$ cat config.mk
export PLATFORM = sky130hd
export DESIGN_NAME = pngunf_outq
export DESIGN_NICKNAME = d
export VERILOG_FILES = /design/src/hw/rtl/pngunf_pkg.sv /design/src/hw/rtl/pngunf_outq.sv
export SDC_FILE = /design/constraint.sdc
export NUM_CORES = 1
export LEC_CHECK = 0
export BUFFER_PORTS_ARGS = -buffer_cell sky130_fd_sc_hd__buf_2
export CORE_MARGIN = 4
export CORE_UTILIZATION = 57
export DETAILED_ROUTE_END_ITERATION = 8
export PLACE_DENSITY = 0.89
export SYNTH_ARGS = -nofsm -noshare
export SYNTH_HDL_FRONTEND = slang
export SYNTH_SLANG_ARGS = --single-unit
$ cat constraint.sdc
create_clock -name clk -period 3.2 [get_ports clk]
set_input_delay 0.64 -clock clk [delete_from_list [all_inputs] [get_ports clk]]
set_output_delay 0.64 -clock clk [all_outputs]
set_load 0.01 [all_outputs]
$ cat src/hw/rtl/pngunf_pkg.sv
// ----------------------------------------------------------------------------
// pngunf_pkg
// Shared types and codes for the png scanline unfilter block.
// ----------------------------------------------------------------------------
package pngunf_pkg;

  // register map, index = paddr[3:2]
  localparam logic [1:0] REG_FORMAT = 2'd0;
  localparam logic [1:0] REG_WIDTH  = 2'd1;
  localparam logic [1:0] REG_HEIGHT = 2'd2;

  // pixel formats
  localparam logic [1:0] FMT_GRAY = 2'd0;
  localparam logic [1:0] FMT_RGB  = 2'd1;
  localparam logic [1:0] FMT_RGBA = 2'd2;

  // png filter types
  localparam logic [2:0] FILT_NONE  = 3'd0;
  localparam logic [2:0] FILT_SUB   = 3'd1;
  localparam logic [2:0] FILT_UP    = 3'd2;
  localparam logic [2:0] FILT_AVG   = 3'd3;
  localparam logic [2:0] FILT_PAETH = 3'd4;

  // result status
  localparam logic [1:0] STAT_OK         = 2'd0;
  localparam logic [1:0] STAT_BAD_FILTER = 2'd1;
  localparam logic [1:0] STAT_PAST_END   = 2'd2;

  localparam logic [7:0] ALPHA_OPAQUE = 8'hFF;

  // output queue
  localparam int OUTQ_DEPTH = 4;

  typedef enum logic [1:0] {
    TOK_FILTER,
    TOK_SAMPLE,
    TOK_ERROR
  } tok_kind_t;

  // one accepted byte, decoded by the sequencer
  typedef struct packed {
    tok_kind_t  kind;
    logic [1:0] status;
    logic [2:0] filt;
    logic [7:0] data;
    logic [1:0] ch;
    logic [1:0] fmt;
    logic       above_ok;
    logic       pixel_done;
    logic       row_last;
    logic       image_last;
    logic [7:0] x;
    logic [7:0] row;
  } token_t;

  typedef struct packed {
    logic [7:0] blue;
    logic [7:0] green;
    logic [7:0] red;
    logic [7:0] alpha;
    logic [7:0] pixel_x;
    logic [7:0] pixel_row;
    logic       row_last;
    logic       image_last;
    logic [1:0] status;
  } out_beat_t;

endpackage

$ cat src/hw/rtl/pngunf_outq.sv
// ----------------------------------------------------------------------------
// pngunf_outq
// Small result queue between the reconstruction stage and the output port.
// ----------------------------------------------------------------------------
module pngunf_outq (
  input  logic                  clk,
  input  logic                  rst,
  input  logic                  push,
  input  pngunf_pkg::out_beat_t push_beat,
  input  logic                  pop,
  output logic                  valid,
  output pngunf_pkg::out_beat_t head_beat,
  output logic [$clog2(pngunf_pkg::OUTQ_DEPTH+1)-1:0] count
);
  import pngunf_pkg::*;

  localparam int PW = $clog2(OUTQ_DEPTH);
  localparam int CW = $clog2(OUTQ_DEPTH + 1);

  out_beat_t      slots [OUTQ_DEPTH];
  logic [PW-1:0]  head, tail;
  logic [CW-1:0]  count_next;
  logic           do_pop;

  assign valid     = count != '0;
  assign head_beat = slots[head];
  assign do_pop    = pop && valid;

  always_comb begin
    count_next = count + CW'(push) - CW'(do_pop);
  end

  always_ff @(posedge clk) begin
    if (rst) begin
      head  <= '0;
      tail  <= '0;
      count <= '0;
    end else begin
      count <= count_next;
      if (push) begin
        tail <= tail + PW'(1);
      end
      if (do_pop) begin
        head <= head + PW'(1);
      end
    end
  end

  always_ff @(posedge clk) begin
    if (push) begin
      slots[tail] <= push_beat;
    end
  end

`ifndef ASSERT_OFF
  a_no_overflow: assert property (@(posedge clk) disable iff (rst)
    push && !do_pop |-> count != CW'(OUTQ_DEPTH))
    else $error("output queue overflow");
`endif

endmodule
Word-level counts from Yosys, hierarchy flattened

Memory sizes are Yosys's and may differ from the RTL's. A register that Yosys moved wholly into a read port is not among the register bits.
Index checks and enable logic that the tools add are counted.

Mux-type cells: 4
Add/sub/neg operators: 4
Reductions and logical operators: 2

Operators by type and width:

| cell                                                          | number |
|---|---|
| 2-bit by 1-bit adder with 2-bit output, second input constant | 2 |
| 2-bit two-way mux                                             | 2 |
| 3-bit by 1-bit adder with 3-bit output                        | 1 |
| 3-bit nonzero test                                            | 1 |
| 3-bit by 1-bit subtractor with 3-bit output                   | 1 |
| 1-bit two-way mux                                             | 2 |
| 1-bit logical AND                                             | 1 |

Register bits after elaboration: 7
Memories: 1
Input bits: 56
Logic and storage cells: 14
Output and inout port bits: 56
RAM bits: 208

Memories:

| memory | words | width | read ports | clocked after memory_dff | wr ports | RTL line          | RTL |
|---|---|---|---|---|---|---|---|
| slots  | 4     | 52    | 1          | 1                        | 1        | pngunf_outq.sv:20 | `out_beat_t slots [OUTQ_DEPTH];` |

Logic depth before layout (Yosys ltp)

Word-level depth: 4
Mapped depth: 7
Mapped depth without buffers: 7

Least setup slack after synthesis

OpenSTA, ideal clock, no wires.

Kind: input -> register
From: input push
To: memory slots[0][0] (netlist bit), enable pin
Arrival time: 1.879 ns
Stages on the path: 1
Buffers on the path: 0
Library setup time: 0.415 ns
Slack: 0.906 ns
Required time: 2.785 ns
Cells stage by stage: and2_1

Longest elaborated chain between the ends: 2

Ends and longest elaborated chain:

| what                                    | RTL line          | RTL |
|---|---|---|
| from (decl)                             | pngunf_outq.sv:8  | `input logic push,` |
| 1-bit two-way mux                       | pngunf_outq.sv:50 | `if (push) begin` |
| 1-bit two-way mux (not written as such) | pngunf_outq.sv:51 | `slots[tail] <= push_beat;` |
| to (decl)                               | pngunf_outq.sv:20 |  |

No other way between the ends.

==> impl_results.rst <==
.. list-table::
   :header-rows: 1

   * - Metric
     - Value
   * - CTS H-tree depth
     - 1
   * - Maximum number of pins on one net before global-route repair
     - 33
   * - Number of register bits inferred by synthesis
     - roughly 220
   * - Launch instance of the worst min-delay path
     - push_beat[46]
   * - ANT cells
     - 0
   * - Portion of the post-synthesis area used by sequential elements
     - 0.800
   * - Number of vias after detailed routing
     - ~3.6k
   * - Antenna violations before repair
     - 1
   * - Number of buffers inserted by post-CTS setup repair
     - 0
   * - Transition at the pin with the smallest max-transition slack
     - approximately 730 ps
   * - Most common library cell in the layout ignoring fill and taps
     - sky130_fd_sc_hd__edfxtp_1
   * - Instance count of the mapped netlist
     - between 300 and 400
   * - Setup-violating endpoint count in the final report
     - 0
   * - Worst flop-to-flop path endpoint
     - count[1]
   * - Crit path time final
     - roughly 2700 ps
   * - Worst skew pair latency
     - between 400 and 500 ps
   * - Critical Path Fanout Max
     - 20
   * - Crit path arrival time
     - between 2000 and 2500 ps
   * - Total global-route track usage
     - 0.177
   * - Worst Skew
     - 17.2 ps
   * - Data required time at the worst endpoint
     - between 2000 and 3000 ps
   * - Inserted Clock Buffers
     - 20
   * - Flop2flop setup slack
     - 1190 ps
   * - Post-synth design cell area
     - 8040 um^2
   * - Initial DRC count
     - 195
   * - Longest Clk Path Bufs
     - 3
   * - Chip Width
     - ~130 um
   * - Wire length after detailed routing
     - around 14000 um
   * - DP HPWL
     - between 8000 and 9000 um
   * - Remaining antenna violation count after routing
     - 0
   * - Synth Warn #
     - 0
   * - Fillers
     - around 840
   * - Commonest non-fill, non-tap cells in the layout
     - 208 x sky130_fd_sc_hd__edfxtp_1, 111 x sky130_fd_sc_hd__buf_2, 50 x sky130_fd_sc_hd__mux4_2, 21 x sky130_fd_sc_hd__clkbuf_16, 7 x sky130_fd_sc_hd__dfxtp_1
   * - Final cycle utilization of the critical path
     - 0.856
   * - Global-route wire length before repair
     - around 22000 um
   * - RSZ-0062 raised after global routing
     - no
   * - Number of cells on the worst hold path
     - 1
   * - FF-to-FF path depth
     - 6
   * - GPL Wtd Cong
     - around 0.73
   * - Power per standard cell area
     - 737 nW/um^2
   * - Vias in the first global route
     - around 3.9k
   * - Synthesis-to-layout area growth
     - 18.0%
   * - Outcome
     - finished clean
   * - Number of unique standard cell types used by synthesis
     - 21
   * - Ports
     - approximately 110
   * - Setup slack after layout
     - between 400 and 500 ps
   * - Clock tree from TritonCTS
     - yes
   * - Avg Inst Size Synth
     - roughly 25 um^2
   * - Root cell of the clock tree
     - sky130_fd_sc_hd__clkbuf_16
   * - Maximum operating frequency
     - between 300 and 400 MHz
   * - Sinks on the clock net
     - around 220
   * - Layout cells sized above 1
     - 0.451
   * - Worst slack after detailed placement
     - ~900 ps
   * - Class of the worst hold path
     - primary input to flip-flop
   * - Hold-critical path endpoint
     - slots[1][46]
   * - Final core utilization
     - 0.686
   * - Reg-to-reg critical path startpoint
     - count[1]
   * - Worst-case headroom to the max-slew limit
     - 0.513
   * - Final layout net count
     - about 510
   * - Count of input and output buffers
     - 111
   * - Clock-pin slew of the registers on the worst-case setup and hold paths
     - about 60 ps
   * - Placeable Area
     - around 14000 um^2
   * - Post-detailed-route via-to-cell ratio
     - around 5.6
   * - Overflow left after global routing
     - 0
   * - Average detailed-routed wire length per instance
     - about 22 um
   * - Max VDD drop
     - between 0.5 and 0.6 mV
   * - Total iterations of the first detailed-routing run
     - 4
   * - Critical path endpoint category
     - output port
   * - # hold bufs at CTS
     - 0
   * - Count of standard-cell rows
     - 43
   * - Vertical die dimension
     - between 100 and 150 um
   * - Total leakage power
     - roughly 3.2 nW
   * - Residual DRC
     - 0
   * - Die footprint
     - approximately 16000 um^2
   * - CP startpoint kind
     - flip-flop
   * - Total negative setup slack
     - 0 ps
   * - Count of maximum capacitance violations
     - 0
   * - Hold violation total from the final report
     - 0
   * - Syn_nets
     - 380
   * - Worst setup path class
     - flip-flop to output port
   * - Post-CTS Resized
     - 0
   * - Initial cell density of the core
     - 0.581
   * - Total count of max-transition violations in the final report
     - 0
-- sequential cells by signal, indices dropped and copies added, names as in the netlist, named ones only --
register,count
slots,208
head,2
tail,2
count,3
-- power breakdown --
| group | total [mW] | internal [mW] | switching [mW] |
|---|---|---|---|
| Sequential | 3.40 | 3.28 | 0.123 |
| Clock | 2.37 | 1.44 | 0.934 |
| Combinational | 1.22 | 0.656 | 0.564 |
-- worst max-delay path by stage --
| stage | depth (start not counted) | start | slack, ps | to |
|---|---|---|---|---|
| final | 3 | flip-flop | 460 | head_beat[0] |
| after floorplan | 1 | push | 910 | slots[0][0] |
| after CTS | 3 | flip-flop | 390 | head_beat[0] |
| after global routing | 3 | flip-flop | 310 | head_beat[0] |
| after detailed placement | 3 | flip-flop | 900 | head_beat[0] |
| after global placement | 3 | flip-flop | 900 | head_beat[0] |
-- worst max-delay path, stage by stage, from the launching register on --
cell and delay [ps]:
sky130_fd_sc_hd__dfxtp_4 610, sky130_fd_sc_hd__buf_4 300, sky130_fd_sc_hd__mux4_1 560, sky130_fd_sc_hd__buf_2 150
-- stage by stage --
| stage | std cells | instance area (um^2) | total power [mW] | hold WS (ps) |
|---|---|---|---|---|
| after global routing | 639 | 9480 | 7.30 | 355 |
| after CTS | 639 | 9480 | 7.07 | 358 |
| after floorplan | 317 | 8040 | 4.31 | 514 |
| after global placement | 603 | 8820 | 4.64 | 528 |
| final | 639 | 9480 | 6.99 | 375 |
| after detailed placement | 603 | 8820 | 4.70 | 555 |
-- final cells by class --
cell class,count,area (um^2),area share
flip-flops and latches,217,6430,0.678
multi-input cells,81,1450,0.153
repair buffers,119,691,0.0728
clock buffers,24,537,0.0566
well taps,180,225,0.0237
clock inverters,12,130,0.0137
inverters,6,22.5,0.00237
-- logic make-up (layout without fill, tap and decap cells) --
group	after synthesis	count (layout)	share of synthesized area
mux	56	56	0.152
buf+inv	19	161	0.0207
fa+ha+maj	7	7	0.0118
flops	217	217	0.800
simple gates	14	14	0.00934
xor+xnor	2	2	0.00405
compound gates	2	2	0.00218
-- routing by layer --
metal | GRT usage | share of wire
met1 | 0.220 | 0.38
met2 | 0.315 | 0.54
met3 | 0.0451 | 0.067
met4 | 0.0416 | 0.016
met5 | 0 | 0.00094
-- synthesized netlist by cell type --
cell                         n  area, um^2
sky130_fd_sc_hd__edfxtp_1  208        6250
sky130_fd_sc_hd__mux4_2     50        1130
sky130_fd_sc_hd__buf_6       1        11.3
sky130_fd_sc_hd__clkbuf_1    2        7.51
sky130_fd_sc_hd__inv_1       6        22.5
sky130_fd_sc_hd__o31a_1      1        8.76
sky130_fd_sc_hd__nor2_1      5        18.8
sky130_fd_sc_hd__nor2b_1     4        25.0
sky130_fd_sc_hd__mux2_2      3        33.8
sky130_fd_sc_hd__buf_2       5        25.0
sky130_fd_sc_hd__buf_12      5         100
sky130_fd_sc_hd__fa_1        1        20.0
sky130_fd_sc_hd__ha_1        6        75.1
sky130_fd_sc_hd__and2_1      4        25.0
sky130_fd_sc_hd__mux2i_1     1        10.0
sky130_fd_sc_hd__xor3_1      1        23.8
sky130_fd_sc_hd__mux4_1      2        52.6
sky130_fd_sc_hd__o311ai_0    1        8.76
sky130_fd_sc_hd__xnor2_1     1        8.76
sky130_fd_sc_hd__or3_1       1        6.26
sky130_fd_sc_hd__dfxtp_1     9         180
Note: power is estimated with default switching activity, not from simulation.
