==> src/hw/rtl/pngunf_pkg.sv <==
// ----------------------------------------------------------------------------
// pngunf_pkg
// Shared types and codes for the png scanline unfilter block.
// ----------------------------------------------------------------------------
package pngunf_pkg;

  // register map, index = paddr[3:2]
  localparam logic [1:0] REG_FORMAT = 2'd0;
  localparam logic [1:0] REG_WIDTH  = 2'd1;
  localparam logic [1:0] REG_HEIGHT = 2'd2;

  // pixel formats
  localparam logic [1:0] FMT_GRAY = 2'd0;
  localparam logic [1:0] FMT_RGB  = 2'd1;
  localparam logic [1:0] FMT_RGBA = 2'd2;

  // png filter types
  localparam logic [2:0] FILT_NONE  = 3'd0;
  localparam logic [2:0] FILT_SUB   = 3'd1;
  localparam logic [2:0] FILT_UP    = 3'd2;
  localparam logic [2:0] FILT_AVG   = 3'd3;
  localparam logic [2:0] FILT_PAETH = 3'd4;

  // result status
  localparam logic [1:0] STAT_OK         = 2'd0;
  localparam logic [1:0] STAT_BAD_FILTER = 2'd1;
  localparam logic [1:0] STAT_PAST_END   = 2'd2;

  localparam logic [7:0] ALPHA_OPAQUE = 8'hFF;

  // output queue
  localparam int OUTQ_DEPTH = 4;

  typedef enum logic [1:0] {
    TOK_FILTER,
    TOK_SAMPLE,
    TOK_ERROR
  } tok_kind_t;

  // one accepted byte, decoded by the sequencer
  typedef struct packed {
    tok_kind_t  kind;
    logic [1:0] status;
    logic [2:0] filt;
    logic [7:0] data;
    logic [1:0] ch;
    logic [1:0] fmt;
    logic       above_ok;
    logic       pixel_done;
    logic       row_last;
    logic       image_last;
    logic [7:0] x;
    logic [7:0] row;
  } token_t;

  typedef struct packed {
    logic [7:0] blue;
    logic [7:0] green;
    logic [7:0] red;
    logic [7:0] alpha;
    logic [7:0] pixel_x;
    logic [7:0] pixel_row;
    logic       row_last;
    logic       image_last;
    logic [1:0] status;
  } out_beat_t;

endpackage

==> src/hw/rtl/pngunf_seq.sv <==
// ----------------------------------------------------------------------------
// pngunf_seq
// Byte sequencer: tracks row, byte and channel position, checks filter bytes
// and the image end, and issues the row store read for each sample byte.
// ----------------------------------------------------------------------------
module pngunf_seq #(
  parameter int MAX_WIDTH  = 256,
  parameter int MAX_HEIGHT = 256,
  localparam int AW = $clog2(MAX_WIDTH * 4)
) (
  input  logic                clk,
  input  logic                rst,
  input  logic                accept,
  input  logic [7:0]          data,
  input  logic                first,
  input  logic [1:0]          fmt,
  input  logic [8:0]          width_cfg,
  input  logic [8:0]          height_cfg,
  output logic                rd_en,
  output logic [AW-1:0]       rd_addr,
  output logic                tok_valid,
  output pngunf_pkg::token_t  tok,
  output logic [AW-1:0]       tok_pos
);
  import pngunf_pkg::*;

  localparam int BIW = $clog2(MAX_WIDTH * 4 + 1);
  localparam int RW  = $clog2(MAX_HEIGHT + 1);
  localparam int WW  = $clog2(MAX_WIDTH + 1);
  localparam int WCW = (WW > 9) ? WW : 9;
  localparam int HCW = (RW > 9) ? RW : 9;
  localparam int ZW  = WCW + 2;
  // divide by three as multiply by reciprocal, exact for pos < 2**AW
  localparam int S   = AW + 1;
  localparam int M   = (2 ** S + 2) / 3;

  logic [BIW-1:0] byte_index, byte_index_next;
  logic [RW-1:0]  row_index, row_index_next;
  logic [1:0]     channel_index, channel_index_next;
  logic [1:0]     error_flag, error_flag_next;
  logic [2:0]     filter_kind, filter_kind_next;
  token_t         tok_next;

  logic [2:0]     chans;
  logic [WCW-1:0] width_c;
  logic [HCW-1:0] height_c;
  logic [ZW-1:0]  row_bytes;
  logic [BIW-1:0] bi_eff;
  logic [RW-1:0]  ri_eff;
  logic [1:0]     ch_eff;
  logic [1:0]     err_eff;
  logic [AW-1:0]  pos;
  logic [AW+S-1:0] prod;
  logic [7:0]     x;
  logic           pixel_done;
  logic           row_done;
  logic           image_end;
  logic           is_sample;

  always_comb begin
    unique case (fmt)
      FMT_GRAY: chans = 3'd1;
      FMT_RGB:  chans = 3'd3;
      default:  chans = 3'd4;
    endcase

    priority if (width_cfg == 9'd0) begin
      width_c = WCW'(1);
    end else if (WCW'(width_cfg) > WCW'(MAX_WIDTH)) begin
      width_c = WCW'(MAX_WIDTH);
    end else begin
      width_c = WCW'(width_cfg);
    end

    priority if (height_cfg == 9'd0) begin
      height_c = HCW'(1);
    end else if (HCW'(height_cfg) > HCW'(MAX_HEIGHT)) begin
      height_c = HCW'(MAX_HEIGHT);
    end else begin
      height_c = HCW'(height_cfg);
    end

    unique case (fmt)
      FMT_GRAY: row_bytes = ZW'(width_c);
      FMT_RGB:  row_bytes = ZW'(width_c) + (ZW'(width_c) << 1);
      default:  row_bytes = ZW'(width_c) << 2;
    endcase

    // first beat of an image clears position and error before it is decoded
    bi_eff  = first ? '0 : byte_index;
    ri_eff  = first ? '0 : row_index;
    ch_eff  = first ? '0 : channel_index;
    err_eff = first ? STAT_OK : error_flag;

    pos  = AW'(bi_eff - BIW'(1));
    prod = (AW+S)'(pos) * (AW+S)'(M);

    unique case (fmt)
      FMT_GRAY: x = 8'(pos);
      FMT_RGB:  x = 8'(prod >> S);
      default:  x = 8'(pos >> 2);
    endcase

    pixel_done = ({1'b0, ch_eff} + 3'd1) >= chans;
    row_done   = ZW'(bi_eff) >= row_bytes;
    image_end  = ((HCW+1)'(ri_eff) + (HCW+1)'(1)) >= (HCW+1)'(height_c);
    is_sample  = (err_eff == STAT_OK) && (bi_eff != '0);
  end

  always_comb begin
    byte_index_next    = bi_eff;
    row_index_next     = ri_eff;
    channel_index_next = ch_eff;
    error_flag_next    = err_eff;
    filter_kind_next   = filter_kind;
    tok_next           = token_t'('0);
    tok_next.data      = data;
    tok_next.fmt       = fmt;

    priority if (err_eff != STAT_OK) begin
      tok_next.kind   = TOK_ERROR;
      tok_next.status = err_eff;
    end else if (bi_eff == '0) begin
      priority if (HCW'(ri_eff) >= height_c) begin
        error_flag_next = STAT_PAST_END;
        tok_next.kind   = TOK_ERROR;
        tok_next.status = STAT_PAST_END;
      end else if (data > {5'd0, FILT_PAETH}) begin
        error_flag_next = STAT_BAD_FILTER;
        tok_next.kind   = TOK_ERROR;
        tok_next.status = STAT_BAD_FILTER;
      end else begin
        filter_kind_next   = data[2:0];
        byte_index_next    = BIW'(1);
        channel_index_next = 2'd0;
        tok_next.kind      = TOK_FILTER;
      end
    end else begin
      tok_next.kind       = TOK_SAMPLE;
      tok_next.filt       = filter_kind;
      tok_next.ch         = ch_eff;
      tok_next.above_ok   = ri_eff != '0;
      tok_next.pixel_done = pixel_done;
      tok_next.row_last   = row_done;
      tok_next.image_last = row_done && image_end;
      tok_next.x          = x;
      tok_next.row        = 8'(ri_eff);
      channel_index_next  = pixel_done ? 2'd0 : ch_eff + 2'd1;
      byte_index_next     = row_done ? '0 : bi_eff + BIW'(1);
      row_index_next      = ri_eff + RW'(row_done);
    end
  end

  assign rd_en   = accept && is_sample;
  assign rd_addr = pos;

  always_ff @(posedge clk) begin
    if (rst) begin
      byte_index    <= '0;
      row_index     <= '0;
      channel_index <= '0;
      error_flag    <= STAT_OK;
      filter_kind   <= FILT_NONE;
      tok_valid     <= 1'b0;
    end else begin
      tok_valid <= accept;
      if (accept) begin
        byte_index    <= byte_index_next;
        row_index     <= row_index_next;
        channel_index <= channel_index_next;
        error_flag    <= error_flag_next;
        filter_kind   <= filter_kind_next;
      end
    end
  end

  always_ff @(posedge clk) begin
    if (accept) begin
      tok     <= tok_next;
      tok_pos <= pos;
    end
  end

`ifndef ASSERT_OFF
  // an error token always carries a nonzero status
  a_err_status: assert property (@(posedge clk) disable iff (rst)
    tok_valid && tok.kind == TOK_ERROR |-> tok.status != STAT_OK)
    else $error("error token without status");

  // once an error is latched, a beat without first_of_image cannot read the store
  a_err_no_read: assert property (@(posedge clk) disable iff (rst)
    error_flag != STAT_OK && !first |-> !rd_en)
    else $error("row store read while in error");
`endif

endmodule

==> config.mk <==
export PLATFORM = sky130hd
export DESIGN_NAME = pngunf_seq
export DESIGN_NICKNAME = d
export VERILOG_FILES = /design/src/hw/rtl/pngunf_pkg.sv /design/src/hw/rtl/pngunf_seq.sv
export SDC_FILE = /design/constraint.sdc
export NUM_CORES = 1
export LEC_CHECK = 0
export ABC_AREA = 1
export BUFFER_PORTS_ARGS = -buffer_cell sky130_fd_sc_hd__buf_2
export CORE_UTILIZATION = 55
export CTS_BUF_LIST = sky130_fd_sc_hd__clkbuf_8
export DETAILED_ROUTE_END_ITERATION = 8
export GPL_TIMING_DRIVEN = 0
export PLACE_DENSITY = 0.77
export SETUP_SLACK_MARGIN = 0.2
export SLEW_MARGIN = 25
export SYNTH_ARGS = -nofsm -noshare
export SYNTH_HDL_FRONTEND = slang
export SYNTH_SLANG_ARGS = --single-unit
==> constraint.sdc <==
create_clock -name clk -period 4.5 [get_ports clk]
set_input_delay 0.225 -clock clk [delete_from_list [all_inputs] [get_ports clk]]
set_output_delay 0.225 -clock clk [all_outputs]
set_load 0.02 [all_outputs]
### After elaboration in Yosys (flattened, before gate mapping)

Index checks and enable logic that the tools add are counted.

* register bits: 77
* input port bits: 32
* output and inout bits: 61
* logic and storage cells: 84

* $add $sub $neg: 7
* multiply operators: 1
* $lt $le $gt $ge: 7
* equal/unequal tests: 1
* muxes and demuxes: 33
* bitwise operators: 3
* reduce and logical (&&, ||, !) cells: 13

Operator list (count)
* 2-to-1 mux 11 bit: 6
* 2-to-1 mux 9 bit: 7
* 2-to-1 mux 2 bit: 15
* case mux 11 bit (2 select lines): 1
* multiplier 10 x 10 -> 19 bit (second input constant): 1
* > comparator 9 bit (second input constant): 2
* logical NOT 9 bit: 2
* case mux 8 bit (2 select lines): 1
* adder 11 x 1 -> 11 bit (second input constant): 1
* adder 9 x 10 -> 11 bit: 1
* greater-or-equal comparator 11 bit: 1
* logical NOT 11 bit: 1
* nonzero test 11 bit: 1
* adder 9 x 1 -> 10 bit (second input constant): 1
* greater-or-equal comparator 10 x 9 -> 1 bit: 1
* subtractor 10 x 1 -> 10 bit (second input constant): 1
* adder 9 x 1 -> 9 bit: 1
* greater-or-equal comparator 9 bit: 1
* nonzero test 9 bit: 1
* > comparator 8 x 3 -> 1 bit (second input constant): 1
* case mux 3 bit (2 select lines): 1
* AND reduction 5 bit: 1
* logical NOT 2 bit: 2
* 2-to-1 mux 4 bit: 1
* 9 further kinds: 13

### Logic depth before layout (Yosys ltp)

* word-level depth: 9
* gate-level depth with buffers: 34
* mapped depth without buffers: 34

### Worst setup path before layout

Ideal clock, no wire load.

* path type: input to register
* start: input port first
* end: register tok[14] (netlist bit), data pin
* library setup time: 259 ps
* data arrival time: 5045 ps
* required time: 4241 ps
* slack: -803 ps
* stages on the path: 19
* path buffers: 1
* cells stage by stage: buf_6 > nor2_1 > inv_1 > ha_1 > xnor2_1 > ha_1 > inv_1 > fa_1 > fa_1 > fa_1 > inv_1 > ha_1 > ha_1 > a21oi_1 > o21ai_0 > a21oi_1 > nand3_1 > nand3_1 > a21oi_1

* cells in the longest elaborated chain, start to end: 4
* elaborated cells between the ends (all ways): 8
* those cells by class: add/sub (1); mul (1); mux (3); reduce/logical (3)

RTL lines
* start, declared: line pngunf_seq.sv:15 `input logic first,`
* 2-to-1 mux 11 bit: line pngunf_seq.sv:90 `bi_eff = first ? '0 : byte_index;`
* subtractor 10 x 1 -> 10 bit: line pngunf_seq.sv:95 `pos = AW'(bi_eff - BIW'(1));`
* named net rd_addr[0]: line pngunf_seq.sv:20 `output logic [AW-1:0] rd_addr,`
* multiplier 10 x 10 -> 19 bit: line pngunf_seq.sv:96 `prod = (AW+S)'(pos) * (AW+S)'(M);`
* case mux 8 bit (2 select lines): line pngunf_seq.sv:98 `unique case (fmt)`
* end signal, assigned: line pngunf_seq.sv:179 `tok <= tok_next;`
* end, declared: line pngunf_seq.sv:22 `output pngunf_pkg::token_t tok,`

The timed path passes the listed nets, and every way through them passes these cells.
A chain may end at the register's enable or synchronous reset.

### Worst setup path after layout

* start: register byte_index[5]
* end: register tok[11] (netlist bit), data pin

* cells in the longest elaborated chain, start to end: 4
* elaborated cells between the ends (all ways): 6
* those cells by class: add/sub (1); mul (1); mux (2); reduce/logical (2)

RTL lines
* start, declared: line pngunf_seq.sv:37 `logic [BIW-1:0] byte_index, byte_index_next;`
* start signal, assigned: line pngunf_seq.sv:168 `byte_index <= byte_index_next;`
* 2-to-1 mux 11 bit (*): line pngunf_seq.sv:90
* subtractor 10 x 1 -> 10 bit: line pngunf_seq.sv:95
* multiplier 10 x 10 -> 19 bit: line pngunf_seq.sv:96
* case mux 8 bit (2 select lines): line pngunf_seq.sv:98

Every way passes the cells marked *; elsewhere a longest branch is shown, timed or not.

==> results.json <==
{
  "outcome": "complete, but fails checks",
  "violations": "setup timing",
  "synth_top_area_share_pct": 20.5,
  "overflow": 0,
  "final_cells": 1236,
  "tns_ns": -1.04,
  "area_delta_synth_final_pct": 27.4,
  "cts-htree-levels": 3,
  "fin_skew_ns": 0.0166,
  "cts_made_buffers": 9,
  "p_int_mw": 3.88,
  "finalWorstSetupSlack_ns": -0.188,
  "vias_per_cell": 5.46,
  "switching_share_pct": 50.9,
  "p_clk_share_pct": 6.5,
  "grt_max_degree": 54,
  "crit_type": "register to register",
  "cp.required_ns": 4.62,
  "fmax_mhz": 213,
  "antenna_found_initial": 0,
  "grt_pass1_wl_mm": 30.1,
  "period_minus_slack_ns": 4.69,
  "synth.area.top_cells": "edfxtp_1 21%, ha_1 18%, nand2_1 8.9%",
  "dr.pass1.iters": 5,
  "grt_pass1_vias": 6356,
  "routedWlPerCell_um": 15.3,
  "timing.max_cap.violations": 0,
  "synth_area_sq_um": 7160,
  "sequentialPowerShare_pct": 10.5,
  "syn_nets": 1074,
  "holdBufCountCts": 0,
  "yosysTopAreaCell": "edfxtp_1",
  "dieArea_sq_um": 13500,
  "ys_types": 48,
  "timing.final.crit_share_pct": 104,
  "antenna_left": 0,
  "syn_area_per_cell_sq_um": 7.82,
  "nets": 1217,
  "place_congestion": 0.965,
  "port_buffers": 90,
  "hp-class": "input port to register",
  "yosysMostFrequentCell": "nand2_1",
  "rows": 41,
  "clock_latency_ns": 0.38,
  "critPathMaxFanout": 6,
  "n_antenna_cell": 0,
  "ys.flop_type": "edfxtp_1",
  "vias": 6750,
  "relSlewSlack_pct": 47.1,
  "worstSetupEndpointType": "register",
  "tightest_slew_ns": 0.790,
  "drc": 0,
  "seq_area_frac_synth_pct": 28.4,
  "synth-seq-cells": 77,
  "holdPathStages": 1,
  "synthArstFlopShare_pct": 0,
  "critical_path_arrival_ns": 4.81,
  "p_sw_mw": 4.02,
  "die_y_um": 116,
  "power.leakage_nw": 4.27,
  "die_w_um": 116,
  "hpwl_mm": 13.5,
  "comb_power_share_pct": 83.0,
  "place_inst": 1178,
  "root_buffer": "clkbuf_8",
  "maxSlewViolCount": 0,
  "drive_gt1_share_pct": 27.8,
  "post-route-util_pct": 72.0,
  "core_area_sq_um": 12700,
  "totalWireLength_mm": 18.9,
  "power_density_nw_per_um2": 866,
  "setup-violations-final": 8,
  "rsz0062_at_grt": "true",
  "clock_sinks": 77,
  "hold_viol_final": 0,
  "netlist_top_cells_count": "170 x nand2_1, 137 x inv_1, 105 x ha_1, 90 x nor2_1, 75 x a21oi_1",
  "initial_core_util_pct": 56.5,
  "worst-r2r-cell-count": 23,
  "cts_tree": "yes",
  "ir_drop_mv": 0.861,
  "clock_tree.buffer_depth": 2,
  "clkTransAtPathRegs_ns": 0.10,
  "synth_cells": 916,
  "cp-start-kind": "register",
  "yosysWarnings": 0,
  "ioPinCount": 93,
  "synth_edf_count": 49,
  "initialDrtViolationCount": 422,
  "grt_use_total_pct": 29.1
}
[final timing paths]
path	to	slack (ns)	startpoint
max	tok[11]	-0.19	byte_index[5]
min	tok[31]	0.04	data[7]
max reg2reg	tok[11]	-0.19	byte_index[5]
min reg2reg	filter_kind[1]	0.46	filter_kind[1]
[worst max-delay path, cell delays in order, from the launching register on]
cell and delay [ns]:
dfxtp_1 0.38, nand2_4 0.16, inv_2 0.10, nor2_4 0.15, nand3_2 0.11, o21ai_2 0.24, nand2_4 0.14, inv_2 0.12
ha_4 0.21, ha_4 0.27, fa_1 0.43, fa_1 0.50, inv_1 0.05, fa_1 0.50, inv_2 0.05, ha_4 0.30
nand2_4 0.06, o21a_1 0.19, nor2_1 0.10, nor2_1 0.04, nand2_1 0.09, a21oi_1 0.06, o21ai_1 0.10, a21oi_2 0.08
[state kept, by name, indices dropped and copies added, names as in the netlist]
| signal | cells |
|---|---|
| tok_pos | 10 |
| row_index | 9 |
| channel_index | 2 |
| tok_valid | 1 |
| byte_index | 11 |
| error_flag | 2 |
| tok | 39 |
| filter_kind | 3 |
[layout by cell type, fill, tap and decap left out, drive strengths merged, types with 2 or more instances in the layout]
cell type	n
fa	21
nor3	8
clkinv	4
or2	2
clkinvlp	2
ha	105
edfxtp	49
o21ai	56
dfxtp	28
xnor2	4
a211oi	3
xor2	15
a21oi	75
clkbuf	14
buf	139
nand3	59
nor4	8
inv	147
o21a	4
nor2	102
nand2	183
nand3b	7
o221ai	2
o22ai	4
nand4	14
[final cells by class]
class / count / area [sq um]
Sequential cell: 77 / 2040
Inverter: 146 / 566
Multi-Input combinational cell: 681 / 5190
Tap cell: 172 / 215
Fill cell: 999 / 3550
Clock buffer: 9 / 124
Clock inverter: 7 / 66.3
Timing Repair Buffer: 132 / 847
Buffer: 12 / 80.1
[per-stage QoR]
stage	setup slack [ns]	area [sq um]	power, mW	hold WS, ns
2_1_floorplan	0.0229	7560	4.91	0.295
3_3_place_gp	-0.409	8220	5.84	0.414
3_5_place_dp	-0.553	8230	5.97	0.416
4_1_cts	-0.106	8960	7.53	0.0252
5_1_grt	-0.408	9120	8.60	0.0246
6_report	-0.188	9120	7.90	0.0385
[power by group through the flow]
stage	Clock, mW	Sequential, mW	Combinational [mW]
after global placement	0	0.847	4.99
after detailed placement	0	0.848	5.12
final	0.511	0.831	6.56
after floorplan	0	0.904	4.01
after CTS	0.517	0.832	6.18
after global routing	0.549	0.838	7.21
[cells by family after synthesis]
kind of cell	after synthesis	share of synthesized area (%)
buffers and inverters	158	8.72
flip-flops	77	28.4
AND/OR/NAND/NOR	384	24.8
XOR/XNOR	19	2.43
AO/OA/AOI/OAI	152	11.4
adder cells (fa/ha/maj)	126	24.2
[per-layer routing]
metal	vias up	share of wire (%)	track usage, %
met2	245	49	49.8
met3	52	5.8	5.50
met4	0	2.6	9.66
met1	3102	43	37.1
li1	3351	-	-
met5	-	0	0
[repair_timing]
item / in CTS / in global routing
setup buffers: 36 / 6
hold endpoints to repair: 0 / 0
resized for setup: 49 / 23
endpoints found under the setup margin: 8 / 15
pin swaps: 48 / 11
Note: power is estimated with default switching activity, not from simulation.
